**src/hw/rtl/wfha_pkg.sv**
```systemverilog
// Shared types and codes for the worst-fit heap allocator.
package wfha_pkg;

    localparam int ADDR_W    = 64;
    localparam int SIZE_W    = 32;
    localparam int HDR_W     = 8;
    localparam int CFG_IDX_W = 2;

    localparam logic [CFG_IDX_W-1:0] CFG_HEAP_BASE    = 2'd0;
    localparam logic [CFG_IDX_W-1:0] CFG_HEAP_SIZE    = 2'd1;
    localparam logic [CFG_IDX_W-1:0] CFG_HEADER_BYTES = 2'd2;

    typedef enum logic [1:0] {
        ACT_ALLOC  = 2'd0,
        ACT_CALLOC = 2'd1,
        ACT_RESIZE = 2'd2,
        ACT_FREE   = 2'd3
    } action_t;

    typedef enum logic [1:0] {
        ST_OK       = 2'd0,
        ST_ZERO     = 2'd1,
        ST_NOSPACE  = 2'd2,
        ST_NOTFOUND = 2'd3
    } status_t;

    typedef struct packed {
        logic              free;
        logic [SIZE_W-1:0] length;
        logic [SIZE_W-1:0] offset;
    } entry_t;

    typedef struct packed {
        logic    load_in;
        logic    prep;
        logic    scan_clear;
        logic    scan_run;
        logic    write_best;
        logic    write_append;
        logic    write_mark;
        logic    set_copy;
        logic    st_we;
        status_t st_code;
        logic    load_out;
    } dp_cmd_t;

    typedef struct packed {
        action_t act;
        logic    alloc_mode;
        logic    req_zero;
        logic    scan_done;
        logic    best_found;
        logic    match_found;
        logic    append_ok;
    } dp_sts_t;

endpackage

```
**src/hw/rtl/wfha_ctrl.sv**
```systemverilog
// Controller: request sequencing state machine and handshakes.
module wfha_ctrl import wfha_pkg::*; (
    input  logic    aclk,
    input  logic    aresetn,
    input  logic    s_valid,
    output logic    s_ready,
    output logic    m_valid,
    input  logic    m_ready,
    input  dp_sts_t sts,
    output dp_cmd_t cmd
);

    typedef enum logic [6:0] {
        S_IDLE   = 7'b0000001,
        S_PREP   = 7'b0000010,
        S_CHECK  = 7'b0000100,
        S_SCAN   = 7'b0001000,
        S_DECIDE = 7'b0010000,
        S_MARK   = 7'b0100000,
        S_FINISH = 7'b1000000
    } state_t;

    state_t state_reg;
    state_t state_next;
    logic   m_valid_reg;
    logic   m_valid_next;
    logic   out_free;

    assign s_ready  = (state_reg == S_IDLE);
    assign m_valid  = m_valid_reg;
    assign out_free = !m_valid_reg || m_ready;

    always_comb begin
        state_next   = state_reg;
        cmd          = '0;
        cmd.st_code  = ST_OK;
        m_valid_next = m_valid_reg && !m_ready;
        case (state_reg)
            S_IDLE: begin
                if (s_valid) begin
                    cmd.load_in = 1'b1;
                    state_next  = S_PREP;
                end
            end
            S_PREP: begin
                cmd.prep   = 1'b1;
                state_next = S_CHECK;
            end
            S_CHECK: begin
                if ((sts.act != ACT_FREE) && sts.req_zero) begin
                    cmd.st_we   = 1'b1;
                    cmd.st_code = ST_ZERO;
                    state_next  = S_FINISH;
                end else begin
                    cmd.scan_clear = 1'b1;
                    state_next     = S_SCAN;
                end
            end
            S_SCAN: begin
                cmd.scan_run = 1'b1;
                if (sts.scan_done) begin
                    state_next = S_DECIDE;
                end
            end
            S_DECIDE: begin
                state_next = S_FINISH;
                if (sts.alloc_mode) begin
                    if (sts.best_found) begin
                        cmd.write_best = 1'b1;
                    end else if (sts.append_ok) begin
                        cmd.write_append = 1'b1;
                    end else begin
                        cmd.st_we   = 1'b1;
                        cmd.st_code = ST_NOSPACE;
                    end
                end else if (sts.act == ACT_FREE) begin
                    if (sts.match_found) begin
                        cmd.write_mark = 1'b1;
                    end else begin
                        cmd.st_we   = 1'b1;
                        cmd.st_code = ST_NOTFOUND;
                    end
                end else if (!sts.match_found) begin
                    cmd.st_we   = 1'b1;
                    cmd.st_code = ST_NOTFOUND;
                end else if (!sts.append_ok) begin
                    cmd.st_we   = 1'b1;
                    cmd.st_code = ST_NOSPACE;
                end else begin
                    cmd.write_append = 1'b1;
                    cmd.set_copy     = 1'b1;
                    state_next       = S_MARK;
                end
            end
            S_MARK: begin
                cmd.write_mark = 1'b1;
                state_next     = S_FINISH;
            end
            S_FINISH: begin
                if (out_free) begin
                    cmd.load_out = 1'b1;
                    m_valid_next = 1'b1;
                    state_next   = S_IDLE;
                end
            end
            default: begin
                state_next = S_IDLE;
            end
        endcase
    end

    always_ff @(posedge aclk) begin
        if (!aresetn) begin
            state_reg   <= S_IDLE;
            m_valid_reg <= 1'b0;
        end else begin
            state_reg   <= state_next;
            m_valid_reg <= m_valid_next;
        end
    end

endmodule

```
**config.mk**
```make
export PLATFORM = sky130hd
export DESIGN_NAME = wfha_ctrl
export DESIGN_NICKNAME = d
export VERILOG_FILES = /design/src/hw/rtl/wfha_pkg.sv /design/src/hw/rtl/wfha_ctrl.sv
export SDC_FILE = /design/constraint.sdc
export NUM_CORES = 1
export LEC_CHECK = 0
export BUFFER_PORTS_ARGS = -buffer_cell sky130_fd_sc_hd__buf_4
export CORE_MARGIN = 1.5
export CORE_UTILIZATION = 45
export CTS_CLUSTER_DIAMETER = 80
export DETAILED_ROUTE_END_ITERATION = 8
export PLACE_DENSITY_LB_ADDON = 0.12
export RECOVER_POWER = 100
export SLEW_MARGIN = 20
export SYNTH_ARGS = -nofsm -noshare
export SYNTH_HDL_FRONTEND = slang
export SYNTH_SLANG_ARGS = --single-unit
```
**constraint.sdc**
```tcl
create_clock -name aclk -period 1.9 [get_ports aclk]
set_input_delay 0.285 -clock aclk [delete_from_list [all_inputs] [get_ports aclk]]
set_output_delay 0.285 -clock aclk [all_outputs]
set_load 0.05 [all_outputs]
```
* Word level (Yosys, flattened, before mapping)
Cells that the tools add are included.
Storage, ports and cells: output and inout port bits 14, register bits after elaboration 8
Operators by class: muxes and demuxes 40, reduce and logical (&&, ||, !) cells 6, equal/unequal tests 12
Operators by type and width (number):
- 7-bit two-way mux | 8
- 7-bit one-hot mux with 7 select lines | 1
- 3-bit two-way mux | 7
- 1-bit two-way mux | 20
- 2-bit inequality test (second input constant) | 4
- 7-bit by 1-bit == test with 1-bit output (second input constant) | 1
- 7-bit by 2-bit == test with 1-bit output (second input constant) | 1
- 7-bit by 3-bit == test with 1-bit output (second input constant) | 1
- 7-bit by 4-bit == test with 1-bit output (second input constant) | 1
- 7-bit by 5-bit == test with 1-bit output (second input constant) | 1
- 7-bit by 6-bit == test with 1-bit output (second input constant) | 1
- 7-bit == test (second input constant) | 1
- 3-bit one-hot mux with 2 select lines | 1
- 2-bit two-way mux | 2
- 3-bit AND reduction | 1
- 2-bit == test (second input constant) | 1
- 1-bit logical AND | 2
- 1-bit zero test | 2
- 1-bit one-hot mux with 2 select lines | 1
- 1-bit logical OR | 1

* Depth between registers and ports, before layout
Gate-level depths: netlist (run 1).
depth after elaboration 5, mapped depth 5, gate-level depth less buffers 4

* Least setup slack after synthesis (run 1)
OpenSTA, ideal clock, no wires.
path kind reg-to-output, from register state_reg[0], to output port cmd[5] in the netlist's numbering, required time 1.615 ns, setup slack -1.025 ns, stages on the path, launching flop included 5, arrival time 2.640 ns, cells stage by stage dfxtp_1 -> buf_6 -> nor4b_1 -> nand2_1 -> o41ai_1
RTL lines:
- start: declaration | RTL line wfha_ctrl.sv:23 | state_t state_reg;
- start signal: assignment | RTL line wfha_ctrl.sv:117 | state_reg <= state_next;
- end: declaration | RTL line wfha_ctrl.sv:10 | output dp_cmd_t cmd

==> results of run 1 <==
-- cells by family after synthesis --
group	Yosys count	share of synthesized area, %
AND/OR/NAND/NOR	44	45.9
AO/OA/AOI/OAI	17	19.8
flip-flops	8	25.7
buffers and inverters	8	7.21
XOR/XNOR	1	1.40
-- layout by cell type (no fill, tap or decap), types with 2 or more instances in the layout --
master    instances
a21oi_1           4
and3_1            2
buf_4            25
buf_6            10
clkbuf_4          3
dfxtp_1           4
dfxtp_2           4
inv_1             4
nand2_1           4
nand2_2           2
nand2b_1          2
nand3_1           2
nor2_1            7
nor2b_1           3
nor3_1            2
nor4b_1           3
nor4b_2           2
o21ai_0           2
-- power breakdown --
part	internal [mW]	switching [mW]	leakage, nW
clock	0.0729	0.0681	0.0138
combinational	0.0643	0.0828	0.356
sequential	0.173	0.00786	0.0670
total	0.310	0.159	0.437
-- critical path: cells and delay by family, from the launching register on --
kind	cells	cell delay [ns]
and+or+nand+nor	3	1.02
DFF	1	0.32
AOI/OAI and AO/OA	1	0.09
buffers and inverters	1	0.19
-- path summary, 6_finish.rpt --
check,from,to,slack [ns],cells after the start
worst min-delay path,aresetn,state_reg[2]$_SDFFE_PN0P_,0.29,2
worst max register to register,state_reg[4]$_SDFFE_PN0P_,state_reg[1]$_SDFFE_PN0P_,0.20,5
worst min register to register,m_valid$_SDFF_PN0_,m_valid$_SDFF_PN0_,0.63,3
worst max-delay path,state_reg[4]$_SDFFE_PN0P_,cmd[1],-0.27,5
-- cell type report --
class,count,area [sq um],area share (%)
Multi-Input combinational cell,62,509,49.2
Timing Repair Buffer,36,304,29.4
Sequential cell,8,165,16.0
Clock buffer,3,22.5,2.18
Tap cell,15,18.8,1.81
Inverter,4,15.0,1.45
-- repair_timing --
action                                  in CTS  in global routing
gates resized for setup                     18                  4
endpoints found under the setup margin      10                 12
buffers inserted                             1                  0
pin swaps                                    2                  3
-- layer usage --
layer / vias to the layer above / track usage, % / share of wire, %
met5: - / 0 / 0
met4: 0 / 20.0 / 2.1
met3: 6 / 9.44 / 3.3
met2: 22 / 47.6 / 52
met1: 363 / 28.1 / 42
li1: 362 / - / -
-- through the flow --
stage / area [sq um] / util, %
2_1_floorplan: 679 / -
3_3_place_gp: 938 / 72.1
3_5_place_dp: 938 / 72.1
4_1_cts: 1040 / 79.7
5_1_grt: 1030 / 79.5
6_report: 1030 / 79.5
==> results.toml, run 1 <==
[yosys]
synth_area_leader_cell = "dfxtp_1"
netlist_area_sq_um = 624
netlist.area_leader.share_pct = 25.7
synthCells = 78
ys.flop_type = "dfxtp_1"
ys_seq_elements = 8
synth.top_cells.by_area = "dfxtp_1 26%, nor4b_1 7.0%, nor2_1 5.4%, a21oi_1 4.0%, nor2b_1 4.0%"
avgSynthCellArea_sq_um = 8.00
yosysWarnings = 0
ys_seq_area_share_pct = 25.7
synth_most_common_cell = "nor2_1"
synth_nets = 90
async_flop_share_pct = 0
synth_cell_types = 36
ys_top_cells_by_count = "9 x nor2_1, 8 x dfxtp_1, 6 x nand2_1"
synth_edf_count = 0

[timing]
hold_viol = 0
drv_slew = 0
period_share_pct = 114
worst_pin_slew_ns = 0.591
grt_setup_unrepaired = "yes"
fin_crit_ns = 2.17
layout_setup_ws_ns = -0.267
timing.fmax_ghz = 0.462
finClkSkew_ns = 0.00958
setup_viol = 10
slew_headroom_pct = 60.8
whs_ns = 0.290
setup_tns_ns = -1.61

[outcome]
violations = "setup timing"
outcome = "finished with violations"

[global_route]
grt_overflow = 0
antenna_found_initial = 0
track_usage_pct = 27.9
grt_start_max_net_pins = 9
grt_first_pass_wirelength_um = 2860
grt_pass1_vias = 687

[drt]
wire_per_inst_um = 16.4
finalWirelength_um = 2100
drt_first_pass_iters = 4
drt-initial-drc-count = 18
via_per_inst = 5.88
drcViolationCount = 0
vias = 753
ant_nets = 0

[worst_hold_path]
hold_class = "input pin to register"

[placed_design]
dp_slack_ns = -0.0115
gp_congestion = 0.772
dp_hpwl_um = 1450
dp_cells = 125
io_buffer_count = 25

[critical_path]
cp_cell_sequence = "or4_4 -> nor4b_4 -> nand3_2 -> o31ai_2 -> buf_6"
start_kind = "register"
path_class = "register to output pin"
critPathSlowestCell = "or4_4"
critPathMaxFanout = 3
worstPathRequired_ns = 1.62
worstPathArrival_ns = 1.88
endpoint_kind = "output pin"
max_stage_delay_ns = 0.57

[power]
p_per_area_nw_per_um2 = 453
p_total_mw = 0.469
ir_worst_vdd_mv = 0.450
p_leak_nw = 0.437

[floorplanning]
initial_utilization_pct = 48.0
num_rows = 13
die_x_um = 40.3
die_h_um = 40.3
io_pins = 26
die-area_sq_um = 1620
core_area_sq_um = 1300

[clocking]
holdBufCountCts = 0
cts_root_buf = "clkbuf_4"
clk_latency_ns = 0.26
clk_pin_slew_ns = 0.07
cts_sinks = 8
tritoncts = "done"
numCtsBuffers = 3
htree_levels = 1
cts_buffer_depth = 2

[flow_run]
cap_violations = 0

[cells_and_area]
final_cells = 128
drive_above_1_share_pct = 54.0
fin_nets = 127
diodes = 0
fillers = 87
synthToLayoutAreaGrowth_pct = 65.7
largest_reg_flops = 7
(Power assumes the default switching activity.)
==> run 2: changes to the inputs <==
--- a/config.mk
+++ b/config.mk
@@ -5,7 +5,7 @@
 export SDC_FILE = /design/constraint.sdc
 export NUM_CORES = 1
 export LEC_CHECK = 0
-export BUFFER_PORTS_ARGS = -buffer_cell sky130_fd_sc_hd__buf_4
+export BUFFER_PORTS_ARGS = -buffer_cell sky130_fd_sc_hd__buf_2
 export CORE_MARGIN = 1.5
 export CORE_UTILIZATION = 45
 export CTS_CLUSTER_DIAMETER = 80
==> results.toml, run 2 (same netlist as run 1, synthesis figures left out) <==
[drt]
ant_nets = 0
drt_first_pass_iters = 4
via_per_inst = 5.76
drcViolationCount = 0
vias = 766
finalWirelength_um = 2240
drt-initial-drc-count = 12
wire_per_inst_um = 16.8

[cells_and_area]
design_area_sq_um = 1110
synthToLayoutAreaGrowth_pct = 77.4
fin_nets = 132
final_common_cell = "buf_4"
drive_above_1_share_pct = 56.8
diodes = 0
mostFrequentLayoutCells = "15 x buf_4, 13 x buf_2, 8 x buf_6"
largest_reg_flops = 7
utilization_pct = 85.1

[placed_design]
io_buffer_count = 25
gp_congestion = 0.762
placed_cell_area_sq_um = 883
dp_hpwl_um = 1330
dp_slack_ns = -0.0859

[critical_path]
start_kind = "register"
worstPathArrival_ns = 1.90
reg2reg_from = "state_reg[1]$_SDFFE_PN0P_"
cp_cell_sequence = "or4_4 -> nor4b_4 -> nand3_2 -> o31ai_2 -> buf_6"
critPathMaxFanout = 3
max_stage_delay_ns = 0.54
worst-r2r-setup-slack_ns = 0.19
worstPathRequired_ns = 1.62
path_class = "register to output pin"
endpoint_kind = "output pin"
critPathSlowestCell = "or4_4"
r2r_end = "state_reg[1]$_SDFFE_PN0P_"
rr_worst_depth = 5

[clocking]
cts_sinks = 8
cts_buffer_depth = 2
tritoncts = "done"
htree_levels = 1
cts_root_buf = "clkbuf_4"
clk_latency_ns = 0.27
numCtsBuffers = 3
holdBufCountCts = 0
clk_pin_slew_ns = 0.06

[timing]
period_share_pct = 115
finClkSkew_ns = 0.00883
setup_viol = 5
drv_slew = 0
timing.fmax_ghz = 0.458
grt_setup_unrepaired = "yes"
setup_tns_ns = -1.17
fin_crit_ns = 2.18
worst_pin_slew_ns = 0.595
slew_headroom_pct = 60.5
hold_viol = 0
layout_setup_ws_ns = -0.285

[floorplanning]
io_pins = 26
num_rows = 13
die_x_um = 40.3
die-area_sq_um = 1620
core_area_sq_um = 1300
initial_utilization_pct = 48.0
die_h_um = 40.3

[flow_run]
cap_violations = 0

[power]
p_leak_nw = 0.463
ir_worst_vdd_mv = 0.409
p_per_area_nw_per_um2 = 421
p_total_mw = 0.466

[worst_hold_path]
min_to = "state_reg[1]$_SDFFE_PN0P_"
hold_class = "input pin to register"
hold_start = "s_valid"
min_path_cells = 2

[global_route]
antenna_found_initial = 0
grt_pass1_vias = 667
track_usage_pct = 28.6
grt_start_max_net_pins = 11
grt_first_pass_wirelength_um = 2930
grt_overflow = 0

[outcome]
violations = "setup timing"
outcome = "finished with violations"
[run 2: cell count changes in the layout (fill, tap and decap cells not counted), sizes merged]
cell | before | now
buf | 35 | 40
[run 2: how the worst max path moves through the flow]
stage,start,endpoint,slack [ns],cells after the start
3_3_place_gp,state_reg[4]$_SDFFE_PN0P_,cmd[1],-0.07,5
3_5_place_dp,state_reg[4]$_SDFFE_PN0P_,cmd[1],-0.09,5
5_1_grt,state_reg[1]$_SDFFE_PN0P_,cmd[1],-0.36,5
6_report,state_reg[1]$_SDFFE_PN0P_,cmd[1],-0.28,5
2_1_floorplan,state_reg[0]$_SDFFE_PN1P_,cmd[1],-0.20,4
4_1_cts,state_reg[4]$_SDFFE_PN0P_,cmd[1],-0.21,5
[run 2: area by class of cell]
class | instances | area [sq um]
Clock buffer | 3 | 22.5
Tap cell | 15 | 18.8
Multi-Input combinational cell | 62 | 553
Timing Repair Buffer | 41 | 332
Sequential cell | 8 | 166
Fill cell | 71 | 194
Inverter | 4 | 15.0
[run 2: timing repair]
action | 4_1_cts | 5_1_grt
pin swaps | 2 | 7
buffers inserted | 2 | 2
gates resized for setup | 30 | 18
endpoints found under the setup margin | 10 | 11
[run 2: power breakdown]
part	internal (mW)	switching (mW)	total (mW)
Combinational	0.0563	0.0870	0.143
Clock	0.0730	0.0683	0.141
Sequential	0.172	0.0101	0.182
Total	0.301	0.165	0.466
[run 2: stage by stage]
| step | cells | hold WS, ns |
|---|---|---|
| 2_1_floorplan | 78 | 0.431 |
| 3_3_place_gp | 126 | 0.565 |
| 3_5_place_dp | 126 | 0.573 |
| 4_1_cts | 131 | 0.304 |
| 5_1_grt | 133 | 0.303 |
| 6_report | 133 | 0.303 |
[run 2: critical path, delay by kind of cell (launching register included)]
kind,cells,cell delay (ns)
buffers and inverters,1,0.19
AOI/OAI and AO/OA,1,0.10
DFF,1,0.35
and+or+nand+nor,3,0.99
[run 2: metal layers]
metal  vias to the layer above  global-route usage [%]  part of all wire (%)
li1                        370                       -                     -
met2                        25                    47.2                    52
met1                       363                    32.2                    41
met3                         8                    11.1                   5.2
met4                         0                    13.3                   1.8
met5                         -                       0                     0
==> run 3: changes to the inputs <==
--- a/config.mk
+++ b/config.mk
@@ -12,6 +12,7 @@
 export DETAILED_ROUTE_END_ITERATION = 8
 export PLACE_DENSITY_LB_ADDON = 0.12
 export RECOVER_POWER = 100
+export SKIP_LAST_GASP = 1
 export SLEW_MARGIN = 20
 export SYNTH_ARGS = -nofsm -noshare
 export SYNTH_HDL_FRONTEND = slang
==> results.toml, run 3 (same netlist as run 1, synthesis figures left out) <==
[worst_hold_path]
min_to = "state_reg[4]$_SDFFE_PN0P_"
hold_class = "input pin to register"
hold_start = "sts[3]"
min_path_cells = 2

[critical_path]
worstPathRequired_ns = 1.62
cp_cell_sequence = "or4_4 -> nor4b_4 -> nand3_2 -> o31ai_2 -> buf_6"
r2r_end = "state_reg[6]$_SDFFE_PN0P_"
start_kind = "register"
critPathSlowestCell = "or4_4"
reg2reg_from = "state_reg[4]$_SDFFE_PN0P_"
endpoint_kind = "output pin"
rr_worst_depth = 5
worst-r2r-setup-slack_ns = 0.23
max_stage_delay_ns = 0.56
path_class = "register to output pin"
worstPathArrival_ns = 1.87
critPathMaxFanout = 3

[cells_and_area]
synthToLayoutAreaGrowth_pct = 64.9
drive_above_1_share_pct = 54.3
fin_nets = 130
final_common_cell = "buf_4"
utilization_pct = 79.1
largest_reg_flops = 7
fillers = 92
mostFrequentLayoutCells = "14 x buf_4, 13 x buf_2, 9 x buf_6"
diodes = 0
final_cells = 131

[outcome]
violations = "setup timing"
outcome = "finished with violations"

[floorplanning]
die_x_um = 40.3
core_area_sq_um = 1300
io_pins = 26
num_rows = 13
die_h_um = 40.3
die-area_sq_um = 1620
initial_utilization_pct = 48.0

[drt]
drt-initial-drc-count = 8
finalWirelength_um = 1900
via_per_inst = 5.62
vias = 736
drt_first_pass_iters = 4
drcViolationCount = 0
ant_nets = 0
wire_per_inst_um = 14.5

[clocking]
holdBufCountCts = 0
tritoncts = "done"
clk_latency_ns = 0.26
numCtsBuffers = 3
cts_sinks = 8
cts_buffer_depth = 2
clk_pin_slew_ns = 0.06
htree_levels = 1
cts_root_buf = "clkbuf_4"

[global_route]
grt_first_pass_wirelength_um = 2820
grt_pass1_vias = 649
grt_start_max_net_pins = 11
track_usage_pct = 26.9
grt_overflow = 0
antenna_found_initial = 0

[placed_design]
dp_cells = 126
gp_congestion = 0.762
io_buffer_count = 25
dp_hpwl_um = 1330

[timing]
setup_viol = 8
worst_pin_slew_ns = 0.595
period_share_pct = 113
drv_slew = 0
whs_ns = 0.312
finClkSkew_ns = 0.00389
layout_setup_ws_ns = -0.252
hold_viol = 0
fin_crit_ns = 2.15
slew_headroom_pct = 60.5
timing.fmax_ghz = 0.465
grt_setup_unrepaired = "yes"

[flow_run]
cap_violations = 0

[power]
p_total_mw = 0.454
p_per_area_nw_per_um2 = 441
ir_worst_vdd_mv = 0.482
p_leak_nw = 0.444
[run 3: cell types whose count changed in the layout (fill, tap and decap cells not counted), sizes merged]
cell / before / now
buf: 40 / 37
clkbuf: 4 / 5
[run 3: stage by stage]
step / setup WS (ns) / cell area, sq um / setup TNS, ns
floorplan: -0.202 / 679 / -0.704
global placement: -0.0659 / 883 / -0.165
detailed placement: -0.0859 / 883 / -0.200
CTS: -0.215 / 1010 / -1.13
global route: -0.337 / 1030 / -1.95
finish: -0.252 / 1030 / -1.08
[run 3: per-layer routing]
layer | routed length, um | track usage [%] | up-vias
li1 | - | - | 370
met1 | 799 | 32.3 | 350
met2 | 1010 | 46.8 | 16
met3 | 89 | 10.6 | 0
met4 | 0 | 2.50 | 0
met5 | 0 | 0 | -
[run 3: worst max-delay path, delay by kind of cell (launching register included)]
family / cells / cell delay (ns)
AND/OR/NAND/NOR: 3 / 1.01
flip-flops: 1 / 0.32
AO/OA/AOI/OAI: 1 / 0.09
buffers and inverters: 1 / 0.19
[run 3: cell type report]
class	instances	area (sq um)	share of cell area (%)
multi-input combinational	62	512	49.7
timing repair buffer	39	298	28.9
sequential	8	164	15.9
clock buffer	3	22.5	2.19
tap	15	18.8	1.82
inverter	4	15.0	1.46
[run 3: worst max path at each step]
stage	end	start	slack [ns]
final	cmd[1]	state_reg[4]$_SDFFE_PN0P_	-0.25
after global routing	cmd[1]	state_reg[5]$_SDFFE_PN0P_	-0.34
after CTS	cmd[1]	state_reg[5]$_SDFFE_PN0P_	-0.21
after detailed placement	cmd[1]	state_reg[4]$_SDFFE_PN0P_	-0.09
after global placement	cmd[1]	state_reg[4]$_SDFFE_PN0P_	-0.07
after floorplan	cmd[1]	state_reg[0]$_SDFFE_PN1P_	-0.20
[run 3: where the power goes]
| group | switching, mW | leakage [nW] | internal (mW) |
|---|---|---|---|
| Combinational | 0.0820 | 0.364 | 0.0547 |
| Clock | 0.0635 | 0.0138 | 0.0727 |
| Sequential | 0.00828 | 0.0665 | 0.173 |
| Total | 0.154 | 0.444 | 0.300 |
[run 3: repair_timing]
action                                  in CTS  in global routing
gates resized for setup                     27                  6
buffers inserted                             2                  0
pin swaps                                    2                  1
endpoints found under the setup margin      10                 13
